**config.mk**
```make
export PLATFORM = sky130hd
export DESIGN_NAME = gir_ram
export DESIGN_NICKNAME = d
export VERILOG_FILES = /design/src/sv/gir_ram.sv
export SDC_FILE = /design/constraint.sdc
export NUM_CORES = 1
export LEC_CHECK = 0
export ABC_AREA = 1
export BUFFER_PORTS_ARGS = -buffer_cell sky130_fd_sc_hd__buf_2
export CAP_MARGIN = 20
export CORE_MARGIN = 4
export CORE_UTILIZATION = 40
export DETAILED_ROUTE_END_ITERATION = 10
export SLEW_MARGIN = 20
export SYNTH_ARGS = -nofsm -noshare
export SYNTH_HDL_FRONTEND = slang
export SYNTH_SLANG_ARGS = --single-unit
```
**constraint.sdc**
```tcl
create_clock -name clk_i -period 1.5 [get_ports clk_i]
set_clock_uncertainty 0.15 [all_clocks]
set_input_delay 0.3 -clock clk_i [delete_from_list [all_inputs] [get_ports clk_i]]
set_output_delay 0.3 -clock clk_i [all_outputs]
set_load 0.02 [all_outputs]
```
**src/sv/gir_ram.sv**
```systemverilog
// ----------------------------------------------------------------------------
// Generic RAM
// Single write port, single read port, registered read data.
// ----------------------------------------------------------------------------
module gir_ram #(
  parameter int unsigned WIDTH = 8,
  parameter int unsigned DEPTH = 16
) (
  input  logic                                   clk_i,
  input  logic                                   we_i,
  input  logic [((DEPTH > 1) ? $clog2(DEPTH) : 1)-1:0] waddr_i,
  input  logic [WIDTH-1:0]                       wdata_i,
  input  logic [((DEPTH > 1) ? $clog2(DEPTH) : 1)-1:0] raddr_i,
  output logic [WIDTH-1:0]                       rdata_o
);

  logic [WIDTH-1:0] mem [DEPTH];
  logic [WIDTH-1:0] rdata_q;

  always_ff @(posedge clk_i) begin
    if (we_i) begin
      mem[waddr_i] <= wdata_i;
    end
    rdata_q <= mem[raddr_i];
  end

  assign rdata_o = rdata_q;

endmodule
```
==> metrics.log <==
INFO  metric status = finished clean
INFO  metric drive_above_1_share = 13.1%
INFO  metric num-fill-cells = 1,293
INFO  metric totalWireLength = 13,000 µm
INFO  metric clock_tree.root_cell = sky130_fd_sc_hd__clkbuf_16
INFO  metric initial_utilization = 41.2%
INFO  metric critical_path.startpoint_type = flop
INFO  metric tritoncts = built
INFO  metric syn_nets = 569
INFO  metric grt_max_degree = 65
INFO  metric grt_overflow_total = 0
INFO  metric post_synth_main_area_contributors = sky130_fd_sc_hd__edfxtp_1 67%, sky130_fd_sc_hd__nand2_1 11%, sky130_fd_sc_hd__nand3_1 8.4%
INFO  metric detail_route.vias_per_cell = 4.85
INFO  metric clk_pin_slew_worst_paths = 0.05 ns
INFO  metric cts-root-to-sink-buffers = 2
INFO  metric postPlaceCellArea = 0.00622 mm²
INFO  metric worst-endpoint-arrival = 0.92 ns
INFO  metric final-setup-viol-count = 0
INFO  metric grt_antenna_before_repair = 0
INFO  metric power-per-cell-area = 1290 mW/mm²
INFO  metric worst-path-buf-inv = 1
INFO  metric number_of_enable_flip_flop_cells_after_synthesis = 128
INFO  metric seqCellArea = 0.00400 mm²
INFO  metric holdBufCountCts = 0
INFO  metric antennaDiodeCount = 0
INFO  metric place_congestion = 0.788
INFO  metric flow.area_growth_from_synthesis = 17.4%
INFO  metric die-area = 0.0164 mm²
INFO  metric cts_made_buffers = 17
INFO  metric synthFlopType = sky130_fd_sc_hd__edfxtp_1
INFO  metric critical_path.endpoint_type = primary output
INFO  metric number_of_buffers_inserted_to_repair_setup_after_cts = 0
INFO  metric grt_first_pass_wirelength = 20,500 µm
INFO  metric static_leak = 2.94 nW
INFO  metric ys_ff_latch = 136
INFO  metric post_synth_instance_area = 0.00577 mm²
INFO  metric clk_latency = 0.41 ns
INFO  metric dpl.hpwl = 7940 µm
INFO  metric report.final.slew_viol_count = 0
INFO  metric critPathKind = flop to primary output
INFO  metric crit_fanout = 1
INFO  metric critPathRequiredTime = 1.05 ns
INFO  metric crit_path_top_delay_cell = sky130_fd_sc_hd__dfxtp_1
INFO  metric worst_r2r_endpoint = rdata_o[2]$_DFF_P_
INFO  metric ant_nets = 0
INFO  metric post_synth.cell_area_avg = 10.5 µm²
INFO  metric dieWidth = 128 µm
INFO  metric final.setup.tns = 0 ns
INFO  metric unique_masters_post_synth = 12
INFO  metric worst_hold_slack = 0.0685 ns
INFO  metric clock_sink_count = 136
INFO  metric synthesis.instances = 551
INFO  metric nNetsFinal = 615
INFO  metric crit_path_cell_trace = buf_2
INFO  metric floorplan.die.height = 128 µm
INFO  metric post_cts_resize_count = 0
INFO  metric via_count_of_the_first_global_routing_pass = 3,844
INFO  metric rrSetupSlack = 0.35 ns
INFO  metric yosysWarningCount = 0
INFO  metric fin_ws = 0.127 ns
INFO  metric preCtsSetupSlack = -0.0555 ns
INFO  metric synth_top_area_share = 66.7%
INFO  metric share_of_synthesized_flip_flops_with_an_asynchronous_set_or_reset = 0%
INFO  metric design.core.area = 0.0140 mm²
INFO  metric detail_route.first_pass.iterations = 5
INFO  metric detailedRoute.firstIterationViolations = 282
INFO  metric layout_min_cycle_time = 1.37 ns
INFO  metric remaining_drc_errors = 0
INFO  metric whs_endpoint = rdata_o[4]$_DFF_P_
INFO  metric design.portCount = 26
INFO  metric min_path_cells = 3
INFO  metric grt_setup_unrepaired = false
INFO  metric max_cap_violations = 0
INFO  metric yosys.cell_count.top_type = sky130_fd_sc_hd__nand2_1
INFO  metric critical_path.reg2reg.startpoint = mem[4][2]$_DFFE_PP_
INFO  metric worstMarginPinSlew = 0.354 ns
INFO  metric vdd_ir_drop_max = 0.000709 V
INFO  metric utilization = 48.4%
INFO  metric placementRows = 43
INFO  metric worst_path_dominant_cell_family = flip-flops
INFO  metric synth.top_cells.by_count = 173 x sky130_fd_sc_hd__nand2_1, 128 x sky130_fd_sc_hd__edfxtp_1, 100 x sky130_fd_sc_hd__inv_1
INFO  metric final-hold-violation-count = 0
INFO  metric hold_class = primary input to flop
INFO  metric cp_slowest_stage_delay = 0.34 ns
INFO  metric finalCritPeriodShare = 91.5%
INFO  metric synth-seq-area-share = 69.4%
INFO  metric wire_per_inst = 16.5 µm
INFO  metric rr_worst_depth = 6
INFO  metric multi_input_combinational_cell_area = 0.00121 mm²
INFO  metric dr_total_vias = 3,835
INFO  metric grt.total_usage = 16.9%
INFO  metric final_area = 0.00677 mm²
INFO  metric max_clock_freq = 0.729 GHz
INFO  metric maxSlewHeadroom = 76.4%
INFO  metric placement.io_buffers = 25
INFO  metric synth_area_leader_cell = sky130_fd_sc_hd__edfxtp_1
INFO  metric clock_tree.htree_level_count = 4
INFO  metric hold_path.startpoint = raddr_i[3]
[layout by cell type, fill, tap and decap left out]
cell / instances
sky130_fd_sc_hd__buf_12: 6
sky130_fd_sc_hd__buf_2: 25
sky130_fd_sc_hd__buf_4: 20
sky130_fd_sc_hd__bufinv_16: 2
sky130_fd_sc_hd__clkbuf_1: 5
sky130_fd_sc_hd__clkbuf_16: 17
sky130_fd_sc_hd__clkinv_2: 6
sky130_fd_sc_hd__clkinvlp_4: 2
sky130_fd_sc_hd__dfxtp_1: 8
sky130_fd_sc_hd__edfxtp_1: 128
sky130_fd_sc_hd__inv_1: 100
sky130_fd_sc_hd__inv_2: 2
sky130_fd_sc_hd__nand2_1: 173
sky130_fd_sc_hd__nand3_1: 97
sky130_fd_sc_hd__nand3b_1: 2
sky130_fd_sc_hd__nor2_1: 17
[where the power goes]
group	total [mW]	internal (mW)	switching, mW
Clock	3.87	2.42	1.45
Combinational	0.573	0.179	0.394
Sequential	4.27	4.25	0.0239
Total	8.72	6.85	1.87
[flip-flops by register name, indices dropped and copies added (netlist names)]
signal	count
mem	128
rdata_o	8
[area by class of cell]
class                      instances  share of cell area, %
multi-input combinational        289                   17.9
inverter                         102                   5.66
tap                              180                   3.33
clock inverter                    10                   1.55
clock buffer                      22                   6.56
timing repair buffer              51                   5.84
sequential                       136                   59.1
[layer usage]
layer	vias to the layer above	global-route usage, %	wire, µm
li1	1869	-	-
met1	1805	21.6	5640
met2	129	27.5	6350
met3	32	3.58	643
met4	0	7.74	378
met5	-	0	0
[how the worst max path moves through the flow]
stage                            start                  end  slack (ns)  cells after the start
floorplan                   waddr_i[3]  mem[4][0]$_DFFE_PP_         0.1                      2
global placement            raddr_i[0]   rdata_o[5]$_DFF_P_       -0.05                      8
detailed placement          raddr_i[0]   rdata_o[5]$_DFF_P_       -0.06                      8
CTS                 rdata_o[4]$_DFF_P_           rdata_o[4]        0.10                      1
global route        rdata_o[7]$_DFF_P_           rdata_o[7]        0.08                      1
finish              rdata_o[4]$_DFF_P_           rdata_o[4]        0.13                      1
[stage by stage]
step	power [mW]	instances
floorplan	4.68	551
global placement	4.92	758
detailed placement	4.93	758
CTS	8.77	790
global route	9.02	790
finish	8.72	790
[logic make-up (layout without fill, tap and decap cells)]
kind of cell	Yosys count	count (layout)	share of synthesized area, %
and+or+nand+nor	289	289	21.0
DFF	136	136	69.4
buffers and inverters	126	185	9.52
(Power assumes the default switching activity.)
